==> src/rope_pkg.sv <==
// package for the rotary position embedding block: types, codes and constant tables
`default_nettype none
package rope_pkg;

    localparam int unsigned CHAN_MAX = 256;
    localparam int unsigned PAIR_MAX = CHAN_MAX / 2;

    // status codes
    localparam logic [1:0] ST_OK        = 2'd0;
    localparam logic [1:0] ST_DIM_SMALL = 2'd1;
    localparam logic [1:0] ST_DIM_ODD   = 2'd2;
    localparam logic [1:0] ST_IDX_RANGE = 2'd3;

    // register indexes
    localparam logic [1:0] REG_CHAN_CNT   = 2'd0;
    localparam logic [1:0] REG_LOG2_THETA = 2'd1;
    localparam logic [1:0] REG_POS_MULT   = 2'd2;

    localparam logic [8:0]  CHAN_CNT_RST   = 9'd128;
    localparam logic [21:0] LOG2_THETA_RST = 22'd870827;
    localparam logic [23:0] POS_MULT_RST   = 24'd65536;
    localparam logic [23:0] POS_MULT_UNIT  = 24'd65536;

    localparam logic signed [31:0] ONE_Q30    = 32'sd1073741824;
    localparam logic [30:0]        ONE_Q30_U  = 31'd1073741824;
    localparam logic [29:0]        INV_TWO_PI = 30'd683565276;
    localparam logic signed [63:0] ROUND_HALF = 64'sd536870912;

    localparam int unsigned DIV_CELLS = 30;
    localparam int unsigned EXP_CELLS = 16;
    localparam int unsigned ROT_CELLS = 30;

    typedef struct packed {
        logic signed [31:0] x_even;
        logic signed [31:0] x_odd;
        logic [6:0]         pair_index;
        logic [23:0]        position;
    } in_t;

    typedef struct packed {
        logic signed [31:0] y_even;
        logic signed [31:0] y_odd;
        logic [1:0]         status;
    } out_t;

    typedef struct packed {
        logic signed [31:0] x_even;
        logic signed [31:0] x_odd;
        logic [1:0]         status;
    } side_t;

    typedef struct packed {
        logic [8:0]  rem;
        logic [29:0] num;
        logic [29:0] quo;
        logic [47:0] peff;
    } div_t;

    typedef struct packed {
        logic [30:0] acc;
        logic [15:0] frac;
        logic [13:0] ipart;
        logic [47:0] peff;
    } exp_t;

    typedef struct packed {
        logic signed [31:0] cos_acc;
        logic signed [31:0] sin_acc;
        logic [29:0]        phase_bits;
        logic [1:0]         quad;
    } rot_t;

    function automatic logic [63:0] isqrt64(input logic [63:0] v);
        logic [63:0] rem;
        logic [63:0] r;
        logic [63:0] b;
        rem = v;
        r = '0;
        b = 64'd1 << 62;
        for (int i = 0; i < 32; i++) begin
            if (rem >= r + b) begin
                rem = rem - (r + b);
                r = (r >> 1) + b;
            end else begin
                r = r >> 1;
            end
            b = b >> 2;
        end
        return r;
    endfunction

    // restoring long division
    function automatic logic [63:0] udiv64(input logic [63:0] a, input logic [63:0] d);
        logic [63:0] q;
        logic [64:0] r;
        q = '0;
        r = '0;
        for (int i = 63; i >= 0; i--) begin
            r = {r[63:0], a[i]};
            if (r >= {1'b0, d}) begin
                r = r - {1'b0, d};
                q[i] = 1'b1;
            end
        end
        return q;
    endfunction

    // factor 2^(-2^-k) in Q30
    function automatic logic [29:0] exp_factor(input int k);
        logic [63:0] d;
        d = 64'd1 << 29;
        for (int j = 1; j <= 16; j++) begin
            if (j <= k) begin
                d = isqrt64(d << 30);
            end
        end
        return d[29:0];
    endfunction

    // half-angle unit rotation {cos, sin} in Q30 after the given step
    function automatic logic [61:0] rot_factor(input int step);
        logic [63:0] c;
        logic [63:0] s;
        c = '0;
        s = 64'd1 << 30;
        for (int j = 0; j < 30; j++) begin
            if (j <= step) begin
                c = isqrt64(((64'd1 << 30) + c) << 29);
                if (c != 64'd0) begin
                    s = udiv64(s << 29, c);
                end
            end
        end
        return {c[30:0], s[30:0]};
    endfunction

endpackage
`default_nettype wire

==> src/rope_exp_cell.sv <==
// one factor of the fractional power of two
`default_nettype none
module rope_exp_cell (
    input  wire logic             aclk,
    input  wire logic             aresetn,
    input  wire logic             en,
    input  wire logic [29:0]      factor,
    input  wire logic             in_valid,
    input  wire rope_pkg::side_t  in_side,
    input  wire rope_pkg::exp_t   in_data,
    output logic                  out_valid,
    output rope_pkg::side_t       out_side,
    output rope_pkg::exp_t        out_data
);
    logic            valid_reg;
    rope_pkg::side_t side_reg;
    rope_pkg::exp_t  data_reg;
    rope_pkg::exp_t  data_next;
    logic [60:0]     prod;

    assign prod = 61'(in_data.acc) * 61'(factor);

    always_comb begin
        data_next      = in_data;
        data_next.acc  = in_data.frac[15] ? prod[60:30] : in_data.acc;
        data_next.frac = {in_data.frac[14:0], 1'b0};
    end

    always_ff @(posedge aclk) begin
        if (!aresetn) begin
            valid_reg <= 1'b0;
        end else if (en) begin
            valid_reg <= in_valid;
        end
    end

    always_ff @(posedge aclk) begin
        if (en) begin
            side_reg <= in_side;
            data_reg <= data_next;
        end
    end

    assign out_valid = valid_reg;
    assign out_side  = side_reg;
    assign out_data  = data_reg;
endmodule
`default_nettype wire

==> config.mk <==
export PLATFORM = sky130hd
export DESIGN_NAME = rope_exp_cell
export DESIGN_NICKNAME = d
export VERILOG_FILES = /design/src/rope_pkg.sv /design/src/rope_exp_cell.sv
export SDC_FILE = /design/constraint.sdc
export NUM_CORES = 2
export LEC_CHECK = 0
export ABC_AREA = 1
export BUFFER_PORTS_ARGS = -buffer_cell sky130_fd_sc_hd__buf_2
export CAP_MARGIN = 30
export CORE_UTILIZATION = 45
export CTS_CLUSTER_DIAMETER = 30
export DETAILED_ROUTE_END_ITERATION = 10
export PLACE_DENSITY = 0.64
export REMOVE_ABC_BUFFERS = 1
export SLEW_MARGIN = 20
export SYNTH_ARGS = -nofsm -noshare
export SYNTH_HDL_FRONTEND = slang
export SYNTH_SLANG_ARGS = --single-unit
==> constraint.sdc <==
create_clock -name aclk -period 8.14 [get_ports aclk]
set_clock_uncertainty 0.15 [all_clocks]
set_input_delay 2.035 -clock aclk [delete_from_list [all_inputs] [get_ports aclk]]
set_output_delay 2.035 -clock aclk [all_outputs]
set_load 0.01 [all_outputs]
Word level (Yosys, flattened, before mapping)
Cells that the tools add are included.
{"block": "word_totals", "reg_bits": 175, "in_bits": 209, "output_inout_bits": 176, "word_cells": 10}
{"block": "op_classes", "mul": 1, "n_mux": 1}
{"operator": "$mul 31x30->61", "n": 1}
{"operator": "$mux 31", "n": 1}

Depth between registers and ports, before layout
{"block": "depth", "depth_word": 2, "mapped_depth": 33, "mapped_depth_nobuf": 32}

Worst setup path after synthesis
OpenSTA, ideal clock, no wires.
{"block": "synth_timing", "path_type": "in2reg", "start": "input port in_data[79] (netlist name)", "end": "register data_reg, in the netlist out_data[100] (data pin)", "setup_ns": 0.253, "arrival_time_ns": 7.782, "t_required_ns": 7.737, "slack_ns": -0.045, "path_stages": 25, "path_buffers": 2, "cell_sequence": "clkbuf_1 clkbuf_1 nand2_1 fa_1 fa_1 inv_1 fa_1 fa_1 fa_1 fa_1 fa_1 inv_1 fa_1 inv_1 ha_1 a21oi_1 o21ai_0 nand2_1 nand2_1 a21oi_1 nor2_1 nor2_1 nand3_1 nand3_1 nand2_1"}
{"element": "start: declaration", "line_no": "rope_exp_cell.sv:10", "rtl": "input wire rope_pkg::exp_t in_data,"}
{"element": "end signal: assignment", "line_no": "rope_exp_cell.sv:40", "rtl": "data_reg <= data_next;"}
{"element": "end: declaration", "line_no": "rope_exp_cell.sv:17", "rtl": "rope_pkg::exp_t data_reg;"}

==> summary by stage <==
Outcome
The flow ran to the end, but the final reports show violations. The final reports fail on setup timing.

Critical path
The number of buffers and inverters on the critical path is 10. The critical path's slowest cell is fa_2. The data arrival time of the critical path is 8.24 ns. The number of cells on the critical path is 29. In this run the worst path has a maximum fanout of 5. The worst setup path is captured at a flop. For this run, the slowest stage of the critical path takes 0.59 ns. The capture point of the critical path is out_data[99].

At the worst endpoint, the required time is 8.21 ns. Tracing the worst setup path back leads to its startpoint at in_data[88]. The critical path is of the input pin to flop type. The worst setup path is launched from an input pin. Among the stages of the critical path, the cell type that occurs most often is fa_1.

In this run the critical register-to-register path is captured at out_valid. The worst register-to-register path begins at out_valid. In this design, the largest share of critical-path delay is due to adder cells.

The number of cells on the worst reg-to-reg path is 2. The reg-to-reg setup timing slack is 7.29 ns.

Detailed routing
Summed over all layers, the routed wires come to 123,700 um. After detailed routing, the number of remaining DRC violations is 0. The number of design-rule violations left by the first detailed-router iteration is 2,374. The first detailed-routing pass took 5 iterations. After detailed routing, the number of vias per cell comes to 4.949. The routed wirelength normalized by instance count is a little under 20 um. The total number of vias is 31,480. The count of nets left with antenna violations once routing finished came out at 0.

Cells and area
The count of nets after finishing is 6,536. Of the cells placed in the final design, the portion with a size suffix greater than 1 is 25.31%. Compared with the post-synthesis result, the final layout area differs by 26.35%.

Registers take 0.005245 sq mm. The area used by multi-input combinational logic is roughly 0.028 sq mm. The count of filler cells inserted in the layout is 7,271.

Once layout is complete, the utilization of the core stands at 57.85%.

Synthesis
The mean cell area of the mapped netlist is 8.188 sq um. The cell count after synthesis came out at 4,621. The largest area contributor in the netlist is fa_1.

The post-synthesis sequential area ratio is 13.86%. The mapped netlist covers 0.03784 sq mm. The fraction of post-synthesis cell area in the top cell type by area is between 40% and 50%. During synthesis, Yosys emitted a total of 0 warnings. The distinct cell type count after synthesis is 32. After synthesis the netlist holds a flip-flop and latch count of 175.

Ranked by total cell area, the synthesized netlist is headed by fa_1 (43%), inv_1 (15%), edfxtp_1 (14%).

Global routing
The number of antenna violations at the first check in global routing was 8. The via count of the first global-routing pass is 32,810. The pin count of the biggest net entering global routing is 177. For this run, the total global-route usage over all layers was measured as 28.18%. Global routing finished with a remaining overflow of 0. The first global-routing pass estimated ~180,000 um of wire.

Clock tree
Clock tree synthesis inserted a total of 17 buffers. The register clock-pin slew on the reported worst setup and hold paths is approximately 0.070 ns. The clock passes through at most 2 buffers. The count of H-tree levels built during CTS is 4.

CTS placed an instance of clkbuf_16 at the clock tree root. The tree built by TritonCTS fans out to 175 sinks. The CTS tree is built. The post-cts hold buffer count is 0. The insertion delay to the later sink of the worst-skew pair is 0.46 ns.

STA
The final count of pins violating max slew came to 0. The number of hold violations in the final report is 0. The worst slew margin relative to its limit is 25.16%. The share of the clock period used by the worst path after layout is 100.4%. The pin slew with the least headroom to its limit is 1.123 ns.

The accumulated negative setup slack is -0.07829 ns. The time the worst path needs with I/O delays and setup is 8.177 ns. The timing-limited maximum frequency is 122.3 MHz. The total setup violations reported at the end of the flow is 3. Setup repair after global routing could not meet its margin everywhere. In the post-route analysis, the smallest setup slack over all paths is -0.03652 ns.

Placed design
The setup slack at placement is -1.140 ns. The quantity of I/O buffers inserted on ports is 383. Summed over all nets, the half-perimeter wirelength after detailed placement is about 98,000 um. At the end of routability-driven placement, the weighted congestion stood at 0.9778.

Run
The reported max-cap violation count is 0.

Die
The count of standard-cell rows is 105. The die covers 0.08524 sq mm. Pin placement for this block handled 385 I/O pins. The die span in x is between 200 and 300 um. The floorplan step set the die height to 292.0 um. The area of the core region is 0.08264 sq mm.

Once the floorplan was initialized, standard cells occupied 45.79% of the core.

Worst hold path
The min-delay analysis places its worst path in the category flop to flop.
stage by stage:
stage / instance area [sq um] / instances / hold WS, ns
floorplan: 37120 / 4431 / 0.4053
detailed placement: 43740 / 6264 / 0.4143
finish: 47810 / 6360 / 0.4190
CTS: 45220 / 6311 / 0.4238
global placement: 43740 / 6264 / 0.3703
global route: 47800 / 6359 / 0.4670
routing by layer:
| metal | share of wire [%] | GRT usage [%] | up-vias |
|---|---|---|---|
| met2 | 48 | 47.48 | 1250 |
| met5 | 0.011 | 0 | - |
| met1 | 40 | 37.85 | 15770 |
| met4 | 4.1 | 8.010 | 2 |
| li1 | - | - | 14220 |
| met3 | 7.8 | 4.011 | 236 |
sequential cells by signal, summed over array words and instances, names as in the netlist:
name       cells
out_side      66
out_data     108
out_valid      1
cell families (layout without fill, tap and decap cells):
logic type               count (synthesis)  after routing  synth area share (%)
adder cells (fa/ha/maj)               1053           1053                 50.83
other                                    1              4              0.009911
AO/OA/AOI/OAI                          159            159                 2.239
AND/OR/NAND/NOR                       1503           1503                 15.78
buffers and inverters                 1723           2389                 17.11
XOR/XNOR                                 7              7                0.1620
flip-flops                             175            175                 13.86
repair_timing:
item | CTS | global route
pin swaps | 67 | 201
gates resized for setup | 184 | 593
endpoints found under the setup margin | 31 | 31
setup buffers | 12 | 36
cloned | 3 | 13
cells in the mapped netlist (all sizes together):
cell type,number
inv,1533
nand2,1261
fa,807
ha,246
clkbuf,184
edfxtp,174
nor2,130
a21oi,85
nand3,82
o21ai,53
nor3,11
o21bai,10
nand3b,8
buf,6
nand4,6
a21o,5
o21a,5
xnor2,5
nor4,4
xor2,2
a31oi,1
and3,1
conb,1
dfxtp,1
how the worst min path moves through the flow:
stage	start	end	slack (ns)	depth (start not counted)
6_report	out_valid	out_valid	0.42	2
3_5_place_dp	out_valid	out_valid	0.41	2
4_1_cts	out_valid	out_valid	0.42	2
3_3_place_gp	out_valid	out_valid	0.37	2
2_1_floorplan	out_valid	out_valid	0.41	2
5_1_grt	out_valid	out_valid	0.47	2
worst reg2reg max path: stages (launching register included):
cell     delay (ns)
dfxtp_1        0.31
o21ai_0        0.17
a21oi_1        0.06
layout make-up:
class                           count  share of cell area [%]
Antenna cell                        3                 0.01570
Clock buffer                       20                  0.9134
Clock inverter                     12                  0.3167
Inverter                         1533                   12.06
Multi-Input combinational cell   2723                   58.69
Sequential cell                   175                   10.97
Tap cell                         1070                   2.800
Timing Repair Buffer              824                   14.23
layout by cell type, fill, tap and decap left out, drive strengths merged, types with 2 or more instances in the layout:
| cell | Yosys | layout |
|---|---|---|
| nand3b | 8 | 8 |
| buf | 6 | 808 |
| o21a | 5 | 5 |
| clkbuf | 184 | 35 |
| ha | 246 | 246 |
| nand2 | 1261 | 1261 |
| edfxtp | 174 | 174 |
| o21ai | 53 | 53 |
| xnor2 | 5 | 5 |
| inv | 1533 | 1536 |
| nand4 | 6 | 6 |
| clkinv | 0 | 6 |
| nor4 | 4 | 4 |
| a21o | 5 | 5 |
| nand3 | 82 | 82 |
| fa | 807 | 807 |
| nor3 | 11 | 11 |
| o21bai | 10 | 10 |
| bufinv | 0 | 2 |
| xor2 | 2 | 2 |
| a21oi | 85 | 85 |
| nor2 | 130 | 130 |
| diode | 0 | 3 |
Power is not shown: default switching activity piles up to over one toggle a cycle in this logic, so the estimate is an artifact.
