**src/rope_pkg.sv**
```systemverilog
// package for the rotary position embedding block: types, codes and constant tables
`default_nettype none
package rope_pkg;

    localparam int unsigned CHAN_MAX = 256;
    localparam int unsigned PAIR_MAX = CHAN_MAX / 2;

    // status codes
    localparam logic [1:0] ST_OK        = 2'd0;
    localparam logic [1:0] ST_DIM_SMALL = 2'd1;
    localparam logic [1:0] ST_DIM_ODD   = 2'd2;
    localparam logic [1:0] ST_IDX_RANGE = 2'd3;

    // register indexes
    localparam logic [1:0] REG_CHAN_CNT   = 2'd0;
    localparam logic [1:0] REG_LOG2_THETA = 2'd1;
    localparam logic [1:0] REG_POS_MULT   = 2'd2;

    localparam logic [8:0]  CHAN_CNT_RST   = 9'd128;
    localparam logic [21:0] LOG2_THETA_RST = 22'd870827;
    localparam logic [23:0] POS_MULT_RST   = 24'd65536;
    localparam logic [23:0] POS_MULT_UNIT  = 24'd65536;

    localparam logic signed [31:0] ONE_Q30    = 32'sd1073741824;
    localparam logic [30:0]        ONE_Q30_U  = 31'd1073741824;
    localparam logic [29:0]        INV_TWO_PI = 30'd683565276;
    localparam logic signed [63:0] ROUND_HALF = 64'sd536870912;

    localparam int unsigned DIV_CELLS = 30;
    localparam int unsigned EXP_CELLS = 16;
    localparam int unsigned ROT_CELLS = 30;

    typedef struct packed {
        logic signed [31:0] x_even;
        logic signed [31:0] x_odd;
        logic [6:0]         pair_index;
        logic [23:0]        position;
    } in_t;

    typedef struct packed {
        logic signed [31:0] y_even;
        logic signed [31:0] y_odd;
        logic [1:0]         status;
    } out_t;

    typedef struct packed {
        logic signed [31:0] x_even;
        logic signed [31:0] x_odd;
        logic [1:0]         status;
    } side_t;

    typedef struct packed {
        logic [8:0]  rem;
        logic [29:0] num;
        logic [29:0] quo;
        logic [47:0] peff;
    } div_t;

    typedef struct packed {
        logic [30:0] acc;
        logic [15:0] frac;
        logic [13:0] ipart;
        logic [47:0] peff;
    } exp_t;

    typedef struct packed {
        logic signed [31:0] cos_acc;
        logic signed [31:0] sin_acc;
        logic [29:0]        phase_bits;
        logic [1:0]         quad;
    } rot_t;

    function automatic logic [63:0] isqrt64(input logic [63:0] v);
        logic [63:0] rem;
        logic [63:0] r;
        logic [63:0] b;
        rem = v;
        r = '0;
        b = 64'd1 << 62;
        for (int i = 0; i < 32; i++) begin
            if (rem >= r + b) begin
                rem = rem - (r + b);
                r = (r >> 1) + b;
            end else begin
                r = r >> 1;
            end
            b = b >> 2;
        end
        return r;
    endfunction

    // restoring long division
    function automatic logic [63:0] udiv64(input logic [63:0] a, input logic [63:0] d);
        logic [63:0] q;
        logic [64:0] r;
        q = '0;
        r = '0;
        for (int i = 63; i >= 0; i--) begin
            r = {r[63:0], a[i]};
            if (r >= {1'b0, d}) begin
                r = r - {1'b0, d};
                q[i] = 1'b1;
            end
        end
        return q;
    endfunction

    // factor 2^(-2^-k) in Q30
    function automatic logic [29:0] exp_factor(input int k);
        logic [63:0] d;
        d = 64'd1 << 29;
        for (int j = 1; j <= 16; j++) begin
            if (j <= k) begin
                d = isqrt64(d << 30);
            end
        end
        return d[29:0];
    endfunction

    // half-angle unit rotation {cos, sin} in Q30 after the given step
    function automatic logic [61:0] rot_factor(input int step);
        logic [63:0] c;
        logic [63:0] s;
        c = '0;
        s = 64'd1 << 30;
        for (int j = 0; j < 30; j++) begin
            if (j <= step) begin
                c = isqrt64(((64'd1 << 30) + c) << 29);
                if (c != 64'd0) begin
                    s = udiv64(s << 29, c);
                end
            end
        end
        return {c[30:0], s[30:0]};
    endfunction

endpackage
`default_nettype wire

```
**src/rope_div_cell.sv**
```systemverilog
// one bit of the restoring divider that forms the frequency exponent
`default_nettype none
module rope_div_cell (
    input  wire logic             aclk,
    input  wire logic             aresetn,
    input  wire logic             en,
    input  wire logic [8:0]       divisor,
    input  wire logic             in_valid,
    input  wire rope_pkg::side_t  in_side,
    input  wire rope_pkg::div_t   in_data,
    output logic                  out_valid,
    output rope_pkg::side_t       out_side,
    output rope_pkg::div_t        out_data
);
    logic            valid_reg;
    rope_pkg::side_t side_reg;
    rope_pkg::div_t  data_reg;
    rope_pkg::div_t  data_next;
    logic [9:0]      rem_w;
    logic [9:0]      rem_diff;
    logic            ge;

    assign rem_w    = {in_data.rem, in_data.num[29]};
    assign ge       = rem_w >= {1'b0, divisor};
    assign rem_diff = rem_w - {1'b0, divisor};

    always_comb begin
        data_next      = in_data;
        data_next.rem  = ge ? rem_diff[8:0] : rem_w[8:0];
        data_next.num  = {in_data.num[28:0], 1'b0};
        data_next.quo  = {in_data.quo[28:0], ge};
    end

    always_ff @(posedge aclk) begin
        if (!aresetn) begin
            valid_reg <= 1'b0;
        end else if (en) begin
            valid_reg <= in_valid;
        end
    end

    always_ff @(posedge aclk) begin
        if (en) begin
            side_reg <= in_side;
            data_reg <= data_next;
        end
    end

    assign out_valid = valid_reg;
    assign out_side  = side_reg;
    assign out_data  = data_reg;
endmodule
`default_nettype wire

```
**config.mk**
```make
export PLATFORM = sky130hd
export DESIGN_NAME = rope_div_cell
export DESIGN_NICKNAME = d
export VERILOG_FILES = /design/src/rope_pkg.sv /design/src/rope_div_cell.sv
export SDC_FILE = /design/constraint.sdc
export NUM_CORES = 1
export LEC_CHECK = 0
export BUFFER_PORTS_ARGS = -buffer_cell sky130_fd_sc_hd__buf_2
export CORE_AREA = 2 2 148 150
export DETAILED_ROUTE_END_ITERATION = 8
export DIE_AREA = 0 0 150 152
export SLEW_MARGIN = 30
export SYNTH_ARGS = -nofsm -noshare
export SYNTH_HDL_FRONTEND = slang
export SYNTH_SLANG_ARGS = --single-unit
```
**constraint.sdc**
```tcl
create_clock -name aclk -period 7.7 [get_ports aclk]
set_input_delay 1.155 -clock aclk [delete_from_list [all_inputs] [get_ports aclk]]
set_output_delay 1.155 -clock aclk [all_outputs]
set_load 0.02 [all_outputs]
```
### After elaboration in Yosys (flattened, before gate mapping)

Index checks and enable logic that the tools add are counted.

| cells by class | value |
|---|---|
| add/sub/neg operators | 1 |
| order comparisons | 1 |
| multiplexer cells | 1 |

Operators by type and width:

| cell | count |
|---|---|
| 10-bit by 9-bit >= comparator with 1-bit output | 1 |
| 9-bit 2-to-1 mux | 1 |
| 9-bit subtractor | 1 |

| storage, ports and cells | value |
|---|---|
| output and inout port bits | 184 |
| word-level logic and storage cells | 11 |
| input port bits | 196 |
| register bits after elaboration | 183 |

### Depth between registers and ports, before layout

Gate-level depths: netlist of run 1.

| logic depth | value |
|---|---|
| depth in word-level cells | 2 |
| gate-level depth with buffers | 9 |
| mapped depth without buffers | 9 |

### Worst setup path before layout of run 1

OpenSTA, ideal clock, no wires.

| path | value |
|---|---|
| path type | input to register |
| start point | input port in_data[107] (netlist bit) |
| end point | register data_reg, in the netlist out_data[110] (data pin) |
| required time | 7440 ps |
| cell stages on the path | 9 |
| data arrival time | 2980 ps |
| setup time | 260 ps |
| buffers on the path | 0 |
| setup slack | 4460 ps |
| cell sequence | inv_1 > ha_1 > inv_1 > fa_1 > a211oi_2 > o21ai_2 > a211oi_4 > inv_4 > mux2_4 |

RTL lines:

| what | line | text |
|---|---|---|
| start: declaration | rope_div_cell.sv:10 | `input wire rope_pkg::div_t in_data,` |
| end signal: assignment | rope_div_cell.sv:45 | `data_reg <= data_next;` |
| end: declaration | rope_div_cell.sv:17 | `rope_pkg::div_t data_reg;` |

==> results of run 1 <==
-- cells by family (layout without fill, tap and decap cells) --
group	count (synthesis)	in the layout	share of synthesized area (%)
adder cells (fa/ha/maj)	10	10	2.144
flip-flops	183	183	88.67
multiplexers	7	7	1.396
XOR/XNOR	3	3	0.4248
AO/OA/AOI/OAI	33	33	4.288
AND/OR/NAND/NOR	18	18	1.679
other	1	4	0.06062
buffers and inverters	18	423	1.335
-- worst min-delay path by stage --
stage | startpoint | to
6_report | out_valid | out_valid
5_1_grt | out_valid | out_valid
4_1_cts | out_valid | out_valid
3_5_place_dp | out_valid | out_valid
3_3_place_gp | out_valid | out_valid
2_1_floorplan | out_valid | out_valid
-- cells in the mapped netlist (all sizes together), types with 2 or more instances --
cell type / number
nand3: 2
a211o: 2
nand2b: 3
clkbuf: 2
nand2: 4
xnor2: 2
o31ai: 2
nor2: 2
buf: 3
a2111oi: 2
ha: 9
a21oi: 6
o211ai: 4
inv: 13
mux2: 4
mux2i: 3
a21o: 3
o21ai: 2
a211oi: 4
edfxtp: 182
-- sequential cells by signal, indices dropped and copies added, names as in the netlist --
name,cells
out_data,116
out_side,66
out_valid,1
-- power by group --
| part | switching (mW) | total [mW] | leakage [nW] | internal [mW] |
|---|---|---|---|---|
| registers | 0.0207 | 1.21 | 1.79 | 1.19 |
| logic | 0.204 | 0.317 | 1.81 | 0.113 |
| clock network | 0.404 | 0.832 | 0.272 | 0.428 |
| total | 0.629 | 2.36 | 3.87 | 1.73 |
-- cell type report --
type	instances	share of cell area, %
multi-input cells	72	6.879
diodes	3	0.08355
repair buffers	379	21.24
clock inverters	14	1.546
well taps	280	3.899
clock buffers	17	4.735
inverters	13	0.5710
flip-flops and latches	183	61.05
-- per-layer routing --
layer	GRT usage (%)	part of all wire (%)	wire length, um	up-vias
li1	-	-	-	1876
met1	16.30	38	6350	1931
met2	24.09	51	8521	182
met3	4.895	8.5	1426	27
met4	5.660	2.2	366	6
met5	0	0.18	30	-
-- critical path, cell delays in order --
cell	delay (ps)
buf_2	90
inv_1	60
ha_1	150
inv_1	50
fa_1	430
a211oi_2	360
o21ai_2	150
a211oi_4	400
inv_4	130
mux2_4	310
-- through the flow --
stage	power [mW]	std cells	instance area, sq um	util [%]
floorplan	1.389	273	6186	-
global placement	1.547	927	8413	39.40
detailed placement	1.552	927	8413	39.40
CTS	2.387	958	8977	42.05
global route	2.454	961	8985	42.08
finish	2.358	961	8985	42.08
-- placed cells by master (no fill, tap or decap), drive strengths merged, types with 2 or more instances in the layout --
| cell | Yosys | routed |
|---|---|---|
| xnor2 | 2 | 2 |
| nand2 | 4 | 4 |
| nand3 | 2 | 2 |
| a21oi | 6 | 6 |
| o21ai | 2 | 2 |
| clkinvlp | 0 | 2 |
| o31ai | 2 | 2 |
| a21o | 3 | 3 |
| a211oi | 4 | 4 |
| o211ai | 4 | 4 |
| diode | 0 | 3 |
| a2111oi | 2 | 2 |
| mux2 | 4 | 4 |
| a211o | 2 | 2 |
| buf | 3 | 379 |
| mux2i | 3 | 3 |
| inv | 13 | 19 |
| nor2 | 2 | 2 |
| nand2b | 3 | 3 |
| edfxtp | 182 | 182 |
| clkinv | 0 | 6 |
| clkbuf | 2 | 17 |
| ha | 9 | 9 |
==> metrics.yaml, run 1 <==
routing:
  drt.antenna.violating_nets: 0
  drtIter0Drc: 209
  routed-via-count: 4022
  routed_wl_um: 16690
  detailedRoute.firstPassIterationCount: 4
  route.detailed.wl_per_inst_um: 17.37
  detail_route.vias_per_cell: 4.185
  post-route-drc-count: 0
job:
  max-cap-violations: 0
clocking:
  cts.htree.levels: 4
  number_of_buffers_added_to_fix_hold_violations_after_cts: 0
  cts-buffers-inserted: 17
  tritoncts: "yes"
  clock_tree.buffer_depth: 2
  clk_pin_slew_ps: 70
  post_cts.repair.setup_buffers: 0
  cts.repair.resized: 0
  clockRootBuffer: "clkbuf_16"
  cts.sink_count: 183
  clk-insertion-delay-late_ps: 410
timing:
  finalCritPeriodShare_pct: 40.73
  max-slew-margin-rel_pct: 48.20
  hold_ws_ps: 532.2
  finalSetupViolCount: 0
  min_period_ps: 3136
  timing_hold_violations_final: 0
  rsz0062_at_grt: "no"
  max_slew.worst_pin.slew_ps: 777.0
  timing.final.ws_setup_ps: 4564
  clock_skew_ps: 0
  setup_total_negative_slack_ps: 0
  max_freq_mhz: 318.9
  report.final.slew_viol_count: 0
setup_path:
  timing.critical_path.to_type: "register"
  regToRegStartpoint: "out_valid"
  cp-endpoint: "out_data[114]"
  startpoint: "in_data[107]"
  cp.arrival_ps: 3310
  critical_path.reg2reg.endpoint: "out_valid"
  critPathRequiredTime_ps: 7870
  ws_path_type: "input pin to register"
  critical_path.max_fanout: 7
  timing.critical_path.from_type: "input pin"
  rrSetupSlack_ps: 7100
  worst_r2r_path_depth: 2
logic_synthesis:
  async_flop_share_pct: 0
  yosys_warning_count: 0
  synth_area_leaders: "edfxtp_1 (88%), ha_1 (1.8%), inv_1 (0.73%), mux2_4 (0.73%), a21oi_1 (0.49%)"
  syn-cell-area_sq_mm: 0.006186
  seq_area_frac_synth_pct: 88.67
  synth.avg_cell_area_sq_um: 22.66
  yosys_register_bits: 183
  synthCells: 273
  post_synth_num_cell_types: 46
  synthDominantCellAreaShare_pct: 88.35
  postSynthNetCount: 479
  post-synth-top-area-cell: "edfxtp_1"
  synth-edff-count: 182
  dominantRegCellSynth: "edfxtp_1"
outcome:
  run_status: "finished, final reports clean"
finish:
  final-seq-area_sq_mm: 0.005485
  filler_cell_count: 2001
  multi_input_comb_area_sq_um: 618.1
  nNetsFinal: 872
  layout-area-overhead-vs-synth_pct: 45.25
  drive_above_1_share_pct: 62.09
placement:
  place_congestion: 0.8116
  port-buffer-count: 377
  pre_cts_slack_ps: 4087
  place.detailed.hpwl_um: 12840
worst_hold_path:
  holdPathStages: 2
  hp-class: "register to register"
global_route:
  grt.total_usage_pct: 14.18
  grt_max_degree: 89
  grt_pass1_vias: 3979
  antenna_found_initial: 6
  grt_overflow_total: 0
  grt_first_pass_wirelength_um: 23660
floorplanning:
  ioPinCount: 380
  placementRows: 54
  die_height_um: 152
  die_area_sq_mm: 0.02280
  dieWidth_um: 150
  core_area_sq_mm: 0.02135
  initial_core_utilization_pct: 28.97
pwr:
  p_per_area_mw_per_mm2: 262.4
  worst_ir_drop_vdd_v: 0.0001366
  power_leakage_nw: 3.867
Note: power is estimated with default switching activity, not from simulation.
==> inputs of run 2 (changes only) <==
clock period = 2.9 ns   (was 7.7 ns; I/O delays follow)
==> run 2 against run 1 <==
Clock power rose to 2.8 times the previous value. Utilization rose by 0.29 points. Register-to-register slack got worse by 4800 ps. Critical path depth did not move. Sequential share of layout area fell by 0.42 points. Final cell count did not move. Clock skew did not move. Via count barely moved. Total power rose to 2.7 times the previous value. Critical endpoint is now out_data[112]. Largest cell class unchanged.
==> metrics.yaml, run 2 (synthesized netlist as in run 1, its figures left out) <==
worst_hold_path:
  holdPathStages: 1  # -1
  hp-class: "input pin to register"
  timing.hold.worst_endpoint: "out_data[52]"
  min_from: "in_data[51]"
timing:
  setup_total_negative_slack_ps: 0  # unchanged
  report.final.slew_viol_count: 0  # unchanged
  min_period_ps: 2368
  max_freq_mhz: 422.4
  finalSetupViolCount: 0  # unchanged
  finalCritPeriodShare_pct: 81.64
  rsz0062_at_grt: "no"
  clock_skew_ps: 0  # unchanged
  max_slew.worst_pin.slew_ps: 491.7  # -285.2 ps
  timing.final.ws_setup_ps: 532.4  # -4032 ps
  timing_hold_violations_final: 0  # unchanged
  max-slew-margin-rel_pct: 66.37  # +18 points
placement:
  port-buffer-count: 377  # unchanged
  place.detailed.instances: 930  # +0.32%
  pre_cts_slack_ps: 101.7  # -3986 ps
  place.detailed.hpwl_um: 12930  # +0.65%
  place_congestion: 0.8810  # +8.6%
  placed_area_sq_mm: 0.008461  # +0.57%
setup_path:
  ws_path_type: "input pin to register"
  critical_path.max_fanout: 5  # -2
  timing.critical_path.from_type: "input pin"
  cp.arrival_ps: 2540  # -770 ps
  worst_r2r_path_depth: 2  # unchanged
  regToRegStartpoint: "out_valid"
  rrSetupSlack_ps: 2310  # -4790 ps
  timing.critical_path.to_type: "register"
  critPathRequiredTime_ps: 3070  # -4800 ps
  critical_path.reg2reg.endpoint: "out_valid"
global_route:
  grt_first_pass_wirelength_um: 23860  # +0.85%
  grt_max_degree: 56  # -37%
  antenna_found_initial: 2  # -4
  grt_pass1_vias: 4019  # +1.0%
  grt.total_usage_pct: 14.27  # +0.097 points
  grt_overflow_total: 0  # unchanged
pwr:
  clkPwrFrac_pct: 36.0  # +0.7 points
  worst_ir_drop_vdd_v: 0.0003221  # +140%
  switching_power_mw: 1.658  # +160%
  combinational_cell_fraction_of_total_power_pct: 13.4  # about the same
  p_per_area_mw_per_mm2: 701.2  # +170%
  sw_frac_of_total_pct: 26.14  # -0.53 points
  intPower_mw: 4.686  # +170%
  power_leakage_nw: 3.901  # +0.88%
  seqPwrFrac_pct: 50.5  # -0.8 points
floorplanning:
  ioPinCount: 380  # unchanged
  die_height_um: 152  # unchanged
  core_area_sq_mm: 0.02135  # unchanged
  die_area_sq_mm: 0.02280  # unchanged
  placementRows: 54  # unchanged
  initial_core_utilization_pct: 28.97  # unchanged
  dieWidth_um: 150  # unchanged
clocking:
  clk-insertion-delay-late_ps: 410  # about the same
  cts.sink_count: 183  # unchanged
  cts.repair.resized: 0  # unchanged
  tritoncts: "yes"
  post_cts.repair.setup_buffers: 0  # unchanged
  clk_pin_slew_ps: 80  # about the same
  cts-buffers-inserted: 17  # unchanged
  number_of_buffers_added_to_fix_hold_violations_after_cts: 0  # unchanged
  clock_tree.buffer_depth: 2  # unchanged
  clockRootBuffer: "clkbuf_16"
  cts.htree.levels: 4  # unchanged
routing:
  post-route-drc-count: 0  # unchanged
  detail_route.vias_per_cell: 4.184  # about the same
  routed-via-count: 4021  # -0.025%
  routed_wl_um: 16590  # -0.60%
  drt.antenna.violating_nets: 0  # unchanged
  route.detailed.wl_per_inst_um: 17.27  # -0.60%
  detailedRoute.firstPassIterationCount: 6  # +2
  drtIter0Drc: 209  # unchanged
finish:
  multi_input_comb_area_sq_um: 618.1  # unchanged
  final-seq-area_sq_mm: 0.005485  # unchanged
  nNetsFinal: 875  # +0.34%
  final_cell_count_no_fill: 961  # unchanged
  drive_above_1_share_pct: 62.26  # +0.17 points
  layout_commonest_cell: "buf_2"
  layout-area-overhead-vs-synth_pct: 46.26
  largest_register_ff_count: 116  # unchanged
  filler_cell_count: 1990  # -0.55%
  most-common-layout-cells: "buf_2 (376), edfxtp_1 (182), clkbuf_16 (17)"
  layout.cell_area.non_filler_sq_mm: 0.009047  # +0.70%
  diode_insertion_count_for_antenna_repair: 0  # -3
outcome:
  run_status: "finished, final reports clean"
job:
  max-cap-violations: 0  # unchanged
[run 2: critical path: stages]
cell      delay, ps
buf_2            90
inv_1            60
ha_1            150
inv_1            50
fa_1            430
a211oi_2        350
o21ai_2         150
a211oi_4        410
inv_4           100
mux2_4          310
[run 2: power groups by stage]
stage	registers [mW]	logic (mW)	clock network, mW
6_report	3.21	0.852	2.29
5_1_grt	3.23	0.910	2.46
4_1_cts	3.21	0.862	2.37
3_5_place_dp	3.27	0.861	0
3_3_place_gp	3.26	0.853	0
2_1_floorplan	3.56	0.130	0
[run 2: through the flow]
stage | power (mW) | hold WS, ps | utilization [%]
finish | 6.344 | 184.3 | 42.38
floorplan | 3.688 | 533.9 | -
global route | 6.603 | 150.4 | 42.38
detailed placement | 4.128 | 512.6 | 39.63
global placement | 4.115 | 496.3 | 39.63
CTS | 6.439 | 153.2 | 42.38
[run 2: area by class of cell]
type | instances | area share, %
tap | 280 | 3.872
clock inverter | 14 | 1.784
timing repair buffer | 382 | 21.62
sequential | 183 | 60.63
multi-input combinational | 72 | 6.832
clock buffer | 17 | 4.702
inverter | 13 | 0.5670
[run 2: worst max-delay path by stage]
stage                 startpoint            end  slack [ps]  cells after the start
CTS                 in_data[107]  out_data[112]         560                     10
global route        in_data[107]  out_data[113]         450                     11
finish              in_data[107]  out_data[112]         530                     10
global placement    in_data[107]  out_data[110]         100                     10
detailed placement  in_data[107]  out_data[114]         100                     10
floorplan           in_data[107]  out_data[110]         380                      9
[run 2: routing by layer]
metal | vias to the layer above | track usage, % | wire length, um
met5 | - | 0 | 27
met3 | 26 | 5.105 | 1471
met2 | 201 | 24.68 | 8541
met4 | 4 | 6.334 | 450
li1 | 1879 | - | -
met1 | 1911 | 15.64 | 6103
==> inputs of run 3 (changes only) <==
clock period = 2.3 ns   (was 2.9 ns; I/O delays follow)
==> run 3 against run 2 <==
Register-to-register slack worse by 600 ps. Global-route usage up 0.73 points. Clock-buffer cell count unchanged. Clock skew unchanged. Clock power up 21%. Critical path depth unchanged. Utilization up 0.71 points. Final area up 1.7%. Sequential power up 26%. Highest routed layer is now met4.
==> metrics.yaml, run 3 (synthesized netlist as in run 1, its figures left out) <==
outcome:
  run_status: "finished, final reports clean"
finish:
  largest_register_ff_count: 116  # unchanged
  layout_commonest_cell: "buf_2"
  layout-area-overhead-vs-synth_pct: 48.73
  drive_above_1_share_pct: 63.53  # +1.3 points
  filler_cell_count: 1996  # +0.30%
  nNetsFinal: 896  # +2.4%
  postLayoutCoreUtil_pct: 43.09  # +0.71 points
  most-common-layout-cells: "buf_2 (376), edfxtp_1 (182), buf_4 (23)"
routing:
  routed_wl_um: 17600  # +6.0%
  routed-via-count: 4117  # +2.4%
  detailedRoute.firstPassIterationCount: 6  # unchanged
  drtIter0Drc: 214  # +2.4%
  detail_route.wirelength.met1_um: 6644  # +8.9%
  dr_wl_met2_um: 8935  # +4.6%
  route.detailed.wl_per_inst_um: 17.88  # +3.6%
  route.top_layer_used: "met4"
  drt.antenna.violating_nets: 0  # unchanged
  detail_route.vias_per_cell: 4.184  # about the same
  post-route-drc-count: 0  # unchanged
  wl_met3_um: 1592  # +8.2%
clocking:
  cts-buffers-inserted: 17  # unchanged
  clockRootBuffer: "clkbuf_16"
  clock_tree.buffer_depth: 2  # unchanged
  number_of_buffers_added_to_fix_hold_violations_after_cts: 0  # unchanged
  cts.sink_count: 183  # unchanged
  post_cts.repair.setup_buffers: 0  # unchanged
  cts.repair.resized: 0  # unchanged
  clk_pin_slew_ps: 70  # about the same
  cts.htree.levels: 4  # unchanged
  tritoncts: "yes"
  clk-insertion-delay-late_ps: 420  # about the same
setup_path:
  critical_path.max_fanout: 5  # unchanged
  timing.critical_path.to_type: "register"
  crit_path_cells: "buf_2, inv_1, ha_1, inv_1, fa_2, a211oi_2, o21ai_2, a211oi_4, inv_4, mux2_4"
  cp_slowest_stage_delay_ps: 370  # -60 ps
  ws_path_type: "input pin to register"
  timing.critical_path.from_type: "input pin"
  cp.arrival_ps: 2250  # -290 ps
  worst_path_most_repeated_cell: "inv_1"
  critPathRequiredTime_ps: 2470  # -600 ps
  timing.critical_path.slowest_stage_cell: "a211oi_4"
timing:
  report.final.slew_viol_count: 0  # unchanged
  timing_hold_violations_final: 0  # unchanged
  min_period_ps: 2078
  timing.final.ws_setup_ps: 222.1  # -310.2 ps
  rsz0062_at_grt: "no"
  max_freq_mhz: 481.3
  clock_skew_ps: 0  # unchanged
  finalCritPeriodShare_pct: 90.34
  max-slew-margin-rel_pct: 67.84  # +1.5 points
  setup_total_negative_slack_ps: 0  # unchanged
  hold_ws_ps: 93.65  # -90.61 ps
  max_slew.worst_pin.slew_ps: 470.3  # -21.46 ps
  finalSetupViolCount: 0  # unchanged
floorplanning:
  dieWidth_um: 150  # unchanged
  ioPinCount: 380  # unchanged
  core_area_sq_mm: 0.02135  # unchanged
  die_height_um: 152  # unchanged
  initial_core_utilization_pct: 28.97  # unchanged
  placementRows: 54  # unchanged
  die_area_sq_mm: 0.02280  # unchanged
pwr:
  power_leakage_nw: 3.997  # +2.4%
  p_per_area_mw_per_mm2: 863.9  # +23%
  overall_power_of_the_completed_layout_mw: 7.948  # +25%
  worst_ir_drop_vdd_v: 0.0004238  # +32%
global_route:
  grt_pass1_vias: 4163  # +3.6%
  grt.total_usage_pct: 15.01  # +0.73 points
  grt_max_degree: 42  # -25%
  antenna_found_initial: 1  # -1
  grt_first_pass_wirelength_um: 25010  # +4.8%
  grt_overflow_total: 0  # unchanged
placement:
  port-buffer-count: 377  # unchanged
  pre_cts_slack_ps: -223.4  # -325.1 ps
  place_congestion: 0.8158  # -7.4%
  place.detailed.hpwl_um: 13780  # +6.6%
job:
  max-cap-violations: 0  # unchanged
worst_hold_path:
  hp-class: "input pin to register"
## run 3: cell count changes in the layout (fill, tap and decap cells not counted)
cell and change:
diode_2 +2, fa_1 -1, bufinv_16 -1, clkinv_2 +1, buf_4 +20, fa_2 +1
buf_12 +1
## run 3: final cells by class
class	count	area, sq um	area share [%]
antenna	2	5.005	0.05440
clock inverter	14	136.4	1.482
sequential	183	5485	59.62
tap	280	350.3	3.808
inverter	13	51.30	0.5576
timing repair buffer	403	2126	23.11
clock buffer	17	425.4	4.624
multi-input combinational	72	620.6	6.746
## run 3: power by group
group | switching (mW) | total, mW | leakage [nW] | internal [mW]
clock network | 1.34 | 2.78 | 0.272 | 1.43
logic | 0.704 | 1.13 | 1.93 | 0.422
registers | 0.0691 | 4.04 | 1.79 | 3.98
total | 2.12 | 7.95 | 4.00 | 5.83
## run 3: through the flow
stage	std cells	instance area [sq um]
2_1_floorplan	273	6188
3_3_place_gp	951	8633
3_5_place_dp	951	8633
4_1_cts	982	9195
5_1_grt	982	9195
6_report	984	9200
## run 3: final timing paths
check	slack, ps	startpoint	depth (start not counted)	endpoint
max	220	in_data[107]	10	out_data[112]
min	90	in_data[17]	1	out_data[17]
max reg2reg	1710	out_valid	2	out_valid
min reg2reg	520	out_valid	2	out_valid
## run 3: routing by layer
metal  global-route usage, %  vias to the layer above
li1                        -                     1928
met1                   16.96                     1954
met2                   25.94                      214
met3                   5.435                       21
met4                   5.391                        0
met5                       0                        -
## run 3: critical path: cells and delay by family
family / cells / cell delay, ps
buf+inv: 4 / 320
compound gates: 3 / 770
mux: 1 / 310
fa+ha+maj: 2 / 510
